==> config.mk <==
export PLATFORM = sky130hd
export DESIGN_NAME = thermal_frame_contrast_normalizer
export DESIGN_NICKNAME = d
export VERILOG_FILES = /design/src/hw/rtl/tfcn_pkg.sv /design/src/hw/rtl/tfcn_gain_div.sv /design/src/hw/rtl/thermal_frame_contrast_normalizer.sv
export SDC_FILE = /design/constraint.sdc
export NUM_CORES = 2
export LEC_CHECK = 0
export BUFFER_PORTS_ARGS = -buffer_cell sky130_fd_sc_hd__buf_2
export CAP_MARGIN = 15
export CORE_MARGIN = 4
export CORE_UTILIZATION = 62
export DETAILED_ROUTE_END_ITERATION = 6
export GPL_TIMING_DRIVEN = 0
export MAX_ROUTING_LAYER = met4
export PLACE_DENSITY_LB_ADDON = 0.3
export SLEW_MARGIN = 20
export SYNTH_ARGS = -nofsm -noshare
export SYNTH_HDL_FRONTEND = slang
export SYNTH_SLANG_ARGS = --single-unit
==> constraint.sdc <==
create_clock -name clock -period 14.1 [get_ports clock]
set_input_delay 2.82 -clock clock [delete_from_list [all_inputs] [get_ports clock]]
set_output_delay 2.82 -clock clock [all_outputs]
set_load 0.05 [all_outputs]
==> src/hw/rtl/tfcn_pkg.sv <==
`timescale 1ns / 1ps
// tfcn_pkg: shared constants, state encoding and divider result type for
// the thermal frame contrast normalizer; no dependencies
package tfcn_pkg;

   localparam int PIXEL_W            = 16;
   localparam int HISTORY_DEPTH      = 16;
   localparam int HIST_AW            = $clog2(HISTORY_DEPTH);
   localparam int WIN_W              = $clog2(HISTORY_DEPTH + 1);
   localparam int FRAME_COUNT_W      = 5;
   localparam int GAIN_FRACTION_BITS = 16;
   localparam int GAIN_W             = PIXEL_W + GAIN_FRACTION_BITS;
   localparam int PROD_W             = PIXEL_W + GAIN_W;
   localparam int DIV_STEP_W         = $clog2(GAIN_W);
   localparam int CSR_INDEX_W        = 1;
   localparam int CSR_DATA_W         = FRAME_COUNT_W;

   localparam logic [PIXEL_W-1:0] FULL_SCALE = {PIXEL_W{1'b1}};
   localparam logic [GAIN_W-1:0]  DIVIDEND   = GAIN_W'(FULL_SCALE) << GAIN_FRACTION_BITS;

   localparam logic [FRAME_COUNT_W-1:0] FRAME_COUNT_RESET = FRAME_COUNT_W'(8);

   localparam logic [CSR_INDEX_W-1:0] CSR_ENABLE      = CSR_INDEX_W'(0);
   localparam logic [CSR_INDEX_W-1:0] CSR_FRAME_COUNT = CSR_INDEX_W'(1);

   localparam logic OP_MEASURE = 1'b0;
   localparam logic OP_APPLY   = 1'b1;

   typedef enum logic [3:0] {
      ST_IDLE,
      ST_FILL,
      ST_STORE,
      ST_MED_LOAD,
      ST_MED_CAND,
      ST_MED_SCAN,
      ST_MED_CHECK,
      ST_FINISH,
      ST_DIV_WAIT,
      ST_APPLY_SUB,
      ST_APPLY_MUL
   } state_type;

   typedef struct packed {
      logic              done;
      logic [GAIN_W-1:0] quotient;
   } div_result_type;

endpackage

==> src/hw/rtl/tfcn_gain_div.sv <==
`timescale 1ns / 1ps
// tfcn_gain_div: restoring divider, one quotient bit per cycle, that forms
// the stretch gain full_scale * 2^frac / span; uses tfcn_pkg
module tfcn_gain_div (
   input  logic                          clock,
   input  logic                          reset,
   input  logic                          start,
   input  logic [tfcn_pkg::PIXEL_W-1:0]  divisor,
   output tfcn_pkg::div_result_type      result
);
   import tfcn_pkg::*;

   logic                  busy_ff, busy_in;
   logic                  done_ff, done_in;
   logic [DIV_STEP_W-1:0] step_ff, step_in;
   logic [PIXEL_W-1:0]    rem_ff, rem_in;
   logic [PIXEL_W-1:0]    dsr_ff, dsr_in;
   logic [GAIN_W-1:0]     dvd_ff, dvd_in;
   logic [GAIN_W-1:0]     quo_ff, quo_in;
   logic [PIXEL_W:0]      rem_sh;
   logic [PIXEL_W:0]      rem_diff;
   logic                  fits;

   always_comb begin
      rem_sh   = {rem_ff, dvd_ff[GAIN_W-1]};
      rem_diff = rem_sh - {1'b0, dsr_ff};
      fits     = (rem_sh >= {1'b0, dsr_ff});

      busy_in = busy_ff;
      done_in = 1'b0;
      step_in = step_ff;
      rem_in  = rem_ff;
      dsr_in  = dsr_ff;
      dvd_in  = dvd_ff;
      quo_in  = quo_ff;

      if (start) begin
         busy_in = 1'b1;
         step_in = '0;
         rem_in  = '0;
         dsr_in  = divisor;
         dvd_in  = DIVIDEND;
         quo_in  = '0;
      end else if (busy_ff) begin
         rem_in  = fits ? rem_diff[PIXEL_W-1:0] : rem_sh[PIXEL_W-1:0];
         dvd_in  = {dvd_ff[GAIN_W-2:0], 1'b0};
         quo_in  = {quo_ff[GAIN_W-2:0], fits};
         step_in = step_ff + DIV_STEP_W'(1);
         if (step_ff == DIV_STEP_W'(GAIN_W - 1)) begin
            busy_in = 1'b0;
            done_in = 1'b1;
         end
      end
   end

   always_ff @(posedge clock) begin
      if (reset) begin
         busy_ff <= 1'b0;
         done_ff <= 1'b0;
         step_ff <= '0;
      end else begin
         busy_ff <= busy_in;
         done_ff <= done_in;
         step_ff <= step_in;
      end
   end

   always_ff @(posedge clock) begin
      rem_ff <= rem_in;
      dsr_ff <= dsr_in;
      dvd_ff <= dvd_in;
      quo_ff <= quo_in;
   end

   assign result.done     = done_ff;
   assign result.quotient = quo_ff;

endmodule

==> src/hw/rtl/thermal_frame_contrast_normalizer.sv <==
`timescale 1ns / 1ps
// A measure beat is taken in the idle state; an apply beat is latched,
// then subtracted, then multiplied (one 16x32 multiply with saturation into
// the output register), the multiply waiting while that register is full.
// The measure beat that ends a frame, with stretch enabled, starts the frame
// statistics update and the block takes no beat until it is done: a fill of
// all 16 history entries on the first frame after reset, the ring write, then
// a median search that runs one shared comparator per history over the
// history memory per candidate, up to n candidates (n = window length),
// then the finish step and, unless the window is flat, a 32-bit bit-serial
// divide. Results wait in an output register, so measure beats keep flowing
// while a result is held. There is no clearing pass after reset.
module thermal_frame_contrast_normalizer (
   input  logic                              clock,
   input  logic                              reset,
   input  logic                              req_tvalid,
   output logic                              req_tready,
   input  logic [tfcn_pkg::PIXEL_W-1:0]      req_tdata,   // pixel_in
   input  logic                              req_tuser,   // opcode
   input  logic                              req_tlast,   // frame_end
   output logic                              rsp_tvalid,
   input  logic                              rsp_tready,
   output logic [tfcn_pkg::PIXEL_W-1:0]      rsp_tdata,   // pixel_out
   output logic                              rsp_tlast,   // frame_end_out
   input  logic                              csr_we,
   input  logic [tfcn_pkg::CSR_INDEX_W-1:0]  csr_index,
   input  logic [tfcn_pkg::CSR_DATA_W-1:0]   csr_wdata
);
   import tfcn_pkg::*;

   state_type              state_ff, state_in;
   logic                   enable_ff, enable_in;
   logic [FRAME_COUNT_W-1:0] fc_ff, fc_in;
   logic [PIXEL_W-1:0]     run_min_ff, run_min_in;
   logic [PIXEL_W-1:0]     run_max_ff, run_max_in;
   logic [HIST_AW-1:0]     pos_ff, pos_in;
   logic                   hist_empty_ff, hist_empty_in;
   logic [PIXEL_W-1:0]     low_ff, low_in;
   logic [GAIN_W-1:0]      gain_ff, gain_in;
   logic                   flat_ff, flat_in;
   logic [HIST_AW-1:0]     fill_idx_ff, fill_idx_in;
   logic [HIST_AW-1:0]     cand_ff, cand_in;
   logic [HIST_AW-1:0]     j_ff, j_in;
   logic                   found_min_ff, found_min_in;
   logic                   found_max_ff, found_max_in;
   logic                   rsp_valid_ff, rsp_valid_in;

   logic [WIN_W-1:0]       less_min_ff, less_min_in;
   logic [WIN_W-1:0]       eq_min_ff, eq_min_in;
   logic [WIN_W-1:0]       less_max_ff, less_max_in;
   logic [WIN_W-1:0]       eq_max_ff, eq_max_in;
   logic [PIXEL_W-1:0]     cmin_ff, cmin_in;
   logic [PIXEL_W-1:0]     cmax_ff, cmax_in;
   logic [PIXEL_W-1:0]     med_lo_ff, med_lo_in;
   logic [PIXEL_W-1:0]     med_hi_ff, med_hi_in;
   logic [PIXEL_W-1:0]     px_ff, px_in;
   logic                   fe_ff, fe_in;
   logic [PIXEL_W-1:0]     diff_ff, diff_in;
   logic                   below_ff, below_in;
   logic [PIXEL_W-1:0]     rsp_data_ff, rsp_data_in;
   logic                   rsp_last_ff, rsp_last_in;

   logic [PIXEL_W-1:0]     min_mem [HISTORY_DEPTH];
   logic [PIXEL_W-1:0]     max_mem [HISTORY_DEPTH];
   logic [PIXEL_W-1:0]     rd_min_ff;
   logic [PIXEL_W-1:0]     rd_max_ff;
   logic                   mem_we;
   logic [HIST_AW-1:0]     mem_waddr;
   logic [HIST_AW-1:0]     rd_addr;

   logic [WIN_W-1:0]       win_len;
   logic [WIN_W-1:0]       win_last;
   logic [WIN_W-1:0]       rank;
   logic [WIN_W-1:0]       next_pos;
   logic                   hit_min;
   logic                   hit_max;
   logic [PROD_W-1:0]      prod;
   logic [PIXEL_W-1:0]     stretched;
   logic                   div_start;
   div_result_type         div_res;

   tfcn_gain_div u_div (
      .clock   (clock),
      .reset   (reset),
      .start   (div_start),
      .divisor (med_hi_ff - med_lo_ff),
      .result  (div_res)
   );

   // window length clamped to 1..depth
   always_comb begin
      if (fc_ff == '0) begin
         win_len = WIN_W'(1);
      end else if (int'(fc_ff) > HISTORY_DEPTH) begin
         win_len = WIN_W'(HISTORY_DEPTH);
      end else begin
         win_len = WIN_W'(fc_ff);
      end
      win_last = win_len - WIN_W'(1);
      rank     = win_len >> 1;
      next_pos = WIN_W'(pos_ff) + WIN_W'(1);
      if (next_pos >= win_len) begin
         next_pos = '0;
      end
   end

   // candidate is the median when rank falls inside its run of equal values
   assign hit_min = !found_min_ff && (less_min_ff <= rank)
                    && (rank < less_min_ff + eq_min_ff);
   assign hit_max = !found_max_ff && (less_max_ff <= rank)
                    && (rank < less_max_ff + eq_max_ff);

   assign prod = PROD_W'(diff_ff) * PROD_W'(gain_ff);

   always_comb begin
      if (prod[PROD_W-1:GAIN_FRACTION_BITS+PIXEL_W] != '0) begin
         stretched = FULL_SCALE;
      end else begin
         stretched = prod[GAIN_FRACTION_BITS+PIXEL_W-1:GAIN_FRACTION_BITS];
      end
   end

   always_comb begin
      state_in      = state_ff;
      enable_in     = enable_ff;
      fc_in         = fc_ff;
      run_min_in    = run_min_ff;
      run_max_in    = run_max_ff;
      pos_in        = pos_ff;
      hist_empty_in = hist_empty_ff;
      low_in        = low_ff;
      gain_in       = gain_ff;
      flat_in       = flat_ff;
      fill_idx_in   = fill_idx_ff;
      cand_in       = cand_ff;
      j_in          = j_ff;
      found_min_in  = found_min_ff;
      found_max_in  = found_max_ff;
      less_min_in   = less_min_ff;
      eq_min_in     = eq_min_ff;
      less_max_in   = less_max_ff;
      eq_max_in     = eq_max_ff;
      cmin_in       = cmin_ff;
      cmax_in       = cmax_ff;
      med_lo_in     = med_lo_ff;
      med_hi_in     = med_hi_ff;
      px_in         = px_ff;
      fe_in         = fe_ff;
      diff_in       = diff_ff;
      below_in      = below_ff;
      rsp_data_in   = rsp_data_ff;
      rsp_last_in   = rsp_last_ff;
      rsp_valid_in  = rsp_valid_ff && !rsp_tready;
      mem_we        = 1'b0;
      mem_waddr     = pos_ff;
      rd_addr       = '0;
      div_start     = 1'b0;
      req_tready    = 1'b0;

      if (csr_we) begin
         case (csr_index)
            CSR_ENABLE: begin
               enable_in = csr_wdata[0];
            end
            CSR_FRAME_COUNT: begin
               fc_in  = csr_wdata;
               pos_in = '0;
            end
            default: ;
         endcase
      end

      case (state_ff)
         ST_IDLE: begin
            req_tready = 1'b1;
            if (req_tvalid) begin
               if (req_tuser == OP_APPLY) begin
                  px_in    = req_tdata;
                  fe_in    = req_tlast;
                  state_in = ST_APPLY_SUB;
               end else if (enable_ff) begin
                  if (req_tdata < run_min_ff) begin
                     run_min_in = req_tdata;
                  end
                  if (req_tdata > run_max_ff) begin
                     run_max_in = req_tdata;
                  end
                  if (req_tlast) begin
                     fill_idx_in = '0;
                     state_in    = hist_empty_ff ? ST_FILL : ST_STORE;
                  end
               end
            end
         end
         ST_FILL: begin
            mem_we      = 1'b1;
            mem_waddr   = fill_idx_ff;
            fill_idx_in = fill_idx_ff + HIST_AW'(1);
            if (fill_idx_ff == HIST_AW'(HISTORY_DEPTH - 1)) begin
               hist_empty_in = 1'b0;
               state_in      = ST_STORE;
            end
         end
         ST_STORE: begin
            pos_in       = HIST_AW'(next_pos);
            mem_we       = 1'b1;
            mem_waddr    = HIST_AW'(next_pos);
            run_min_in   = FULL_SCALE;
            run_max_in   = '0;
            cand_in      = '0;
            found_min_in = 1'b0;
            found_max_in = 1'b0;
            state_in     = ST_MED_LOAD;
         end
         ST_MED_LOAD: begin
            rd_addr  = cand_ff;
            state_in = ST_MED_CAND;
         end
         ST_MED_CAND: begin
            cmin_in     = rd_min_ff;
            cmax_in     = rd_max_ff;
            less_min_in = '0;
            eq_min_in   = '0;
            less_max_in = '0;
            eq_max_in   = '0;
            j_in        = '0;
            rd_addr     = '0;
            state_in    = ST_MED_SCAN;
         end
         ST_MED_SCAN: begin
            less_min_in = less_min_ff + WIN_W'(rd_min_ff < cmin_ff);
            eq_min_in   = eq_min_ff + WIN_W'(rd_min_ff == cmin_ff);
            less_max_in = less_max_ff + WIN_W'(rd_max_ff < cmax_ff);
            eq_max_in   = eq_max_ff + WIN_W'(rd_max_ff == cmax_ff);
            j_in        = j_ff + HIST_AW'(1);
            rd_addr     = j_ff + HIST_AW'(1);
            if (WIN_W'(j_ff) == win_last) begin
               state_in = ST_MED_CHECK;
            end
         end
         ST_MED_CHECK: begin
            if (hit_min) begin
               found_min_in = 1'b1;
               med_lo_in    = cmin_ff;
            end
            if (hit_max) begin
               found_max_in = 1'b1;
               med_hi_in    = cmax_ff;
            end
            if ((found_min_ff || hit_min) && (found_max_ff || hit_max)) begin
               state_in = ST_FINISH;
            end else begin
               cand_in  = cand_ff + HIST_AW'(1);
               state_in = ST_MED_LOAD;
            end
         end
         ST_FINISH: begin
            low_in = med_lo_ff;
            if (med_hi_ff <= med_lo_ff) begin
               flat_in  = 1'b1;
               gain_in  = '0;
               state_in = ST_IDLE;
            end else begin
               div_start = 1'b1;
               state_in  = ST_DIV_WAIT;
            end
         end
         ST_DIV_WAIT: begin
            if (div_res.done) begin
               gain_in  = div_res.quotient;
               flat_in  = 1'b0;
               state_in = ST_IDLE;
            end
         end
         ST_APPLY_SUB: begin
            below_in = (px_ff < low_ff);
            diff_in  = px_ff - low_ff;
            state_in = ST_APPLY_MUL;
         end
         ST_APPLY_MUL: begin
            if (!rsp_valid_ff || rsp_tready) begin
               rsp_valid_in = 1'b1;
               rsp_last_in  = fe_ff;
               if (enable_ff && !flat_ff) begin
                  rsp_data_in = below_ff ? '0 : stretched;
               end else begin
                  rsp_data_in = px_ff;
               end
               state_in = ST_IDLE;
            end
         end
         default: begin
            state_in = ST_IDLE;
         end
      endcase
   end

   always_ff @(posedge clock) begin
      if (reset) begin
         state_ff      <= ST_IDLE;
         enable_ff     <= 1'b1;
         fc_ff         <= FRAME_COUNT_RESET;
         run_min_ff    <= FULL_SCALE;
         run_max_ff    <= '0;
         pos_ff        <= '0;
         hist_empty_ff <= 1'b1;
         low_ff        <= '0;
         gain_ff       <= '0;
         flat_ff       <= 1'b1;
         fill_idx_ff   <= '0;
         cand_ff       <= '0;
         j_ff          <= '0;
         found_min_ff  <= 1'b0;
         found_max_ff  <= 1'b0;
         rsp_valid_ff  <= 1'b0;
      end else begin
         state_ff      <= state_in;
         enable_ff     <= enable_in;
         fc_ff         <= fc_in;
         run_min_ff    <= run_min_in;
         run_max_ff    <= run_max_in;
         pos_ff        <= pos_in;
         hist_empty_ff <= hist_empty_in;
         low_ff        <= low_in;
         gain_ff       <= gain_in;
         flat_ff       <= flat_in;
         fill_idx_ff   <= fill_idx_in;
         cand_ff       <= cand_in;
         j_ff          <= j_in;
         found_min_ff  <= found_min_in;
         found_max_ff  <= found_max_in;
         rsp_valid_ff  <= rsp_valid_in;
      end
   end

   always_ff @(posedge clock) begin
      less_min_ff <= less_min_in;
      eq_min_ff   <= eq_min_in;
      less_max_ff <= less_max_in;
      eq_max_ff   <= eq_max_in;
      cmin_ff     <= cmin_in;
      cmax_ff     <= cmax_in;
      med_lo_ff   <= med_lo_in;
      med_hi_ff   <= med_hi_in;
      px_ff       <= px_in;
      fe_ff       <= fe_in;
      diff_ff     <= diff_in;
      below_ff    <= below_in;
      rsp_data_ff <= rsp_data_in;
      rsp_last_ff <= rsp_last_in;
   end

   // history memories, one write and one registered read port each
   always_ff @(posedge clock) begin
      if (mem_we) begin
         min_mem[mem_waddr] <= run_min_ff;
         max_mem[mem_waddr] <= run_max_ff;
      end
      rd_min_ff <= min_mem[rd_addr];
      rd_max_ff <= max_mem[rd_addr];
   end

   assign rsp_tvalid = rsp_valid_ff;
   assign rsp_tdata  = rsp_data_ff;
   assign rsp_tlast  = rsp_last_ff;

   a_div_done_expected: assert property (@(posedge clock) disable iff (reset)
      div_res.done |-> state_ff == ST_DIV_WAIT)
      else $error("divider finished outside the gain wait");

   a_median_found: assert property (@(posedge clock) disable iff (reset)
      (state_ff == ST_MED_CHECK && WIN_W'(cand_ff) == win_last)
      |-> ((found_min_ff || hit_min) && (found_max_ff || hit_max)))
      else $error("median search ran past the window");

   a_ring_in_window: assert property (@(posedge clock) disable iff (reset)
      state_ff == ST_MED_LOAD |-> WIN_W'(pos_ff) < win_len)
      else $error("ring position outside the window");

endmodule

==> qor.yml <==
pwr:
  p_int_mw: 4.502
  p_leak_nw: 23.09
  p_sw_mw: 1.621
  peakVddDrop_mv: 0.1275
  power_density_nw_per_um2: 104.0
  power.total_mw: 6.122
  p_seq_share_pct: 50.9
  switching_share_pct: 26.47
  combPwrFrac_pct: 11.2
  pwr-share-clk_pct: 37.9
logic_synthesis:
  async_reset_ff_share_pct: 0
  synth_edf_count: 663
  yosys.cell_count.top_type: "nand2_1"
  synth_nets: 5691
  synthFlopType: "edfxtp_1"
  synthCells: 4970
  ys_types: 72
  yosysTopAreaCell: "edfxtp_1"
  synthTopCellsByCount: "nand2_1, edfxtp_1, inv_1"
  avgSynthCellArea_sq_um: 10.81
  synth_top_area_share_pct: 37.07
  synth_warnings: 0
  synthesis.area_sq_um: 53710
  yosysSeqAreaShare_pct: 45.05
  synth.area.top_cells: "edfxtp_1, fa_1, dfxtp_1"
  ys_ff_latch: 877
place:
  dp_hpwl_mm: 109.1
  place.gp.congestion: 0.9568
  port_buffers: 46
  dp_cells: 6180
worst_hold_path:
  min_from: "fe_ff$_DFFE_PP_"
  whs_path_depth: 0
  min_to: "rsp_tlast$_DFFE_PP_"
  hp-class: "register to register"
die:
  ios: 48
  die-area_sq_um: 91400
  initial_core_util_pct: 62.78
  num_rows: 107
  die_h_um: 302.3
  core-area_sq_um: 85550
  die_w_um: 302.3
clock_network:
  post_cts_resized: 0
  clockBufferDepth: 3
  htree_levels: 3
  cts_root_buf: "clkbuf_16"
  cts_tree: "yes"
  cts_made_buffers: 86
  clock-sinks: 877
  clk_pin_slew_ns: 0.07
  insertion_delay_ns: 0.67
  hold_buffers: 0
  cts_setup_buffers: 0
critical_path:
  crit_fanout: 10
  r2r-start: "diff_ff[1]$_DFFE_PN_"
  start_kind: "register"
  reg2reg_to: "rsp_tdata[3]$_DFFE_PP_"
  cp.arrival_ns: 9.61
  cp.required_ns: 14.39
  crit_path_end_kind: "register"
  r2r_cells: 23
  crit_type: "register to register"
  rrSetupSlack_ns: 4.77
timing:
  relSlewSlack_pct: 27.00
  finalCritPeriodShare_pct: 66.16
  tightestPinTransition_ns: 1.085
  setup_viol: 0
  fin_skew_ns: 0.04365
  final_max_slew_viol_count: 0
  fin_crit_ns: 9.329
  setup-tns-final_ns: 0
  hold_ws_ns: 0.4236
  timing.fmax_mhz: 107.2
  final_hold_viol_count: 0
  rsz0062_at_grt: "no"
global_routing:
  grt_util_all_layers_pct: 33.47
  antenna_found_initial: 16
  gr-total-overflow: 0
  grt_pass1_vias: 39840
  grt_pass1_wl_mm: 225.3
  grt_max_degree: 30
finish:
  nNetsFinal: 5845
  area_growth_pct: 9.638
  utilization_pct: 68.83
  fill_cells: 6188
  drive_gt1_share_pct: 4.913
  layout.cells.non_filler: 6351
routing:
  wire_per_inst_um: 23.01
  drtAntennaViolNets: 0
  vias_per_cell: 6.077
  vias: 38600
  drtIter0Drc: 4036
  drc_errors: 0
  drt-pass1-iter-count: 6
  wl_mm: 146.2
flow_run:
  maxCapViolations: 0
status:
  status: "finished clean"
-- kinds of logic (layout without fill, tap and decap cells) --
| kind of cell | after synthesis | count (layout) | share of synthesized area [%] |
|---|---|---|---|
| adder cells (fa/ha/maj) | 692 | 692 | 22.02 |
| other | 0 | 17 | 0 |
| AND/OR/NAND/NOR | 1515 | 1515 | 13.67 |
| flip-flops | 877 | 877 | 45.05 |
| multiplexers | 61 | 61 | 1.139 |
| AO/OA/AOI/OAI | 879 | 879 | 10.61 |
| buffers and inverters | 851 | 1071 | 5.971 |
| XOR/XNOR | 95 | 95 | 1.549 |
-- routing by layer --
layer / GRT usage (%) / up-vias / wire (um)
li1: - / 17210 / -
met1: 39.25 / 18890 / 53060
met5: - / - / 0
met2: 54.99 / 1950 / 70780
met3: 6.065 / 552 / 12760
met4: 18.54 / 0 / 9566
-- worst max path at each step --
stage,start,end,cells past startpoint
3_5_place_dp,diff_ff[1]$_DFFE_PN_,rsp_tdata[3]$_DFFE_PP_,23
3_3_place_gp,diff_ff[3]$_DFFE_PN_,rsp_tdata[3]$_DFFE_PP_,23
2_1_floorplan,diff_ff[1]$_DFFE_PN_,rsp_tdata[10]$_DFFE_PP_,24
6_report,diff_ff[1]$_DFFE_PN_,rsp_tdata[3]$_DFFE_PP_,23
5_1_grt,gain_ff[11]$_SDFFE_PP0P_,rsp_tdata[3]$_DFFE_PP_,23
4_1_cts,diff_ff[1]$_DFFE_PN_,rsp_tdata[3]$_DFFE_PP_,23
-- worst max-delay path: stages, from the launching register on --
cell	delay (ns)
edfxtp_1	0.55
clkbuf_1	0.71
nand2_1	0.18
fa_1	0.53
fa_1	0.46
fa_1	0.46
fa_1	0.49
inv_1	0.06
fa_1	0.53
inv_1	0.05
fa_1	0.48
inv_1	0.04
ha_1	0.33
a21oi_1	0.20
nand2_1	0.09
a211oi_1	0.66
o211ai_1	0.47
a31oi_2	0.55
o21ai_0	0.20
xor2_1	0.16
a2111oi_0	0.40
nand4_1	0.21
a2111oi_4	0.72
a21oi_1	0.39
-- metrics by stage --
step | area [sq um] | setup slack [ns]
5_1_grt | 58880 | 4.427
3_3_place_gp | 55370 | 5.189
6_report | 58880 | 4.771
3_5_place_dp | 56000 | 5.063
4_1_cts | 58840 | 5.023
2_1_floorplan | 53710 | 7.283
-- power groups by stage --
stage / Clock [mW] / Combinational, mW / Sequential (mW)
after floorplan: 0 / 0.434 / 3.09
after global placement: 0 / 0.631 / 3.16
after detailed placement: 0 / 0.669 / 3.16
after CTS: 2.33 / 0.677 / 3.11
after global routing: 2.44 / 0.750 / 3.12
final: 2.32 / 0.689 / 3.12
-- cells in the final DEF, fill, tap and decap left out, types with 13 or more instances in the layout --
cell       Yosys  routed
or3b_2        15      15
clkbuf_16      0      89
mux2i_1       60      60
a21oi_1      288     287
nor2_1       153     136
o21bai_1      24      24
nand4_1       27      27
a311oi_1      65      65
inv_1        590     590
nand3_1       77      77
edfxtp_1     663     663
a31oi_1       71      71
diode_2        0      17
nor2_4         0      17
o21ai_0      104     104
dfxtp_1      214     214
and3_1        21      21
nand2_1      666     666
buf_2          4      50
nand2b_1      25      25
nor2b_1       26      26
and2_0        20      20
o211ai_1      13      13
xor2_1        43      43
nor3_1        54      53
fa_1         422     422
clkbuf_1     251     267
a21o_1        51      51
and2_1       398     398
a211oi_1     169     169
xnor2_1       52      52
ha_1         270     270
-- sequential cells by signal, indices dropped and copies added (netlist names), 16 cells and up --
signal and count:
rd_min_ff 16, rsp_tdata 16, cmax_ff 16, rd_max_ff 16
run_max_ff 16, px_ff 16, med_hi_ff 16, u_div.dsr_ff 16
min_mem 256, run_min_ff 16, u_div.rem_ff 16, max_mem 256
u_div.dvd_ff 16, low_ff 16, diff_ff 16, med_lo_ff 16
cmin_ff 16, gain_ff 32, u_div.quo_ff 32
-- cell type report --
type | count | area, sq um | share of cell area [%]
Tap cell | 1144 | 1431 | 2.431
Multi-Input combinational cell | 3242 | 26450 | 44.93
Sequential cell | 877 | 24190 | 41.09
Inverter | 590 | 2215 | 3.761
Timing Repair Buffer | 66 | 713.2 | 1.211
Clock buffer | 116 | 2410 | 4.093
Antenna cell | 17 | 42.54 | 0.07225
Buffer | 261 | 994.7 | 1.689
Clock inverter | 38 | 429.2 | 0.7288
No activity file was read; power rests on OpenSTA's default activity.
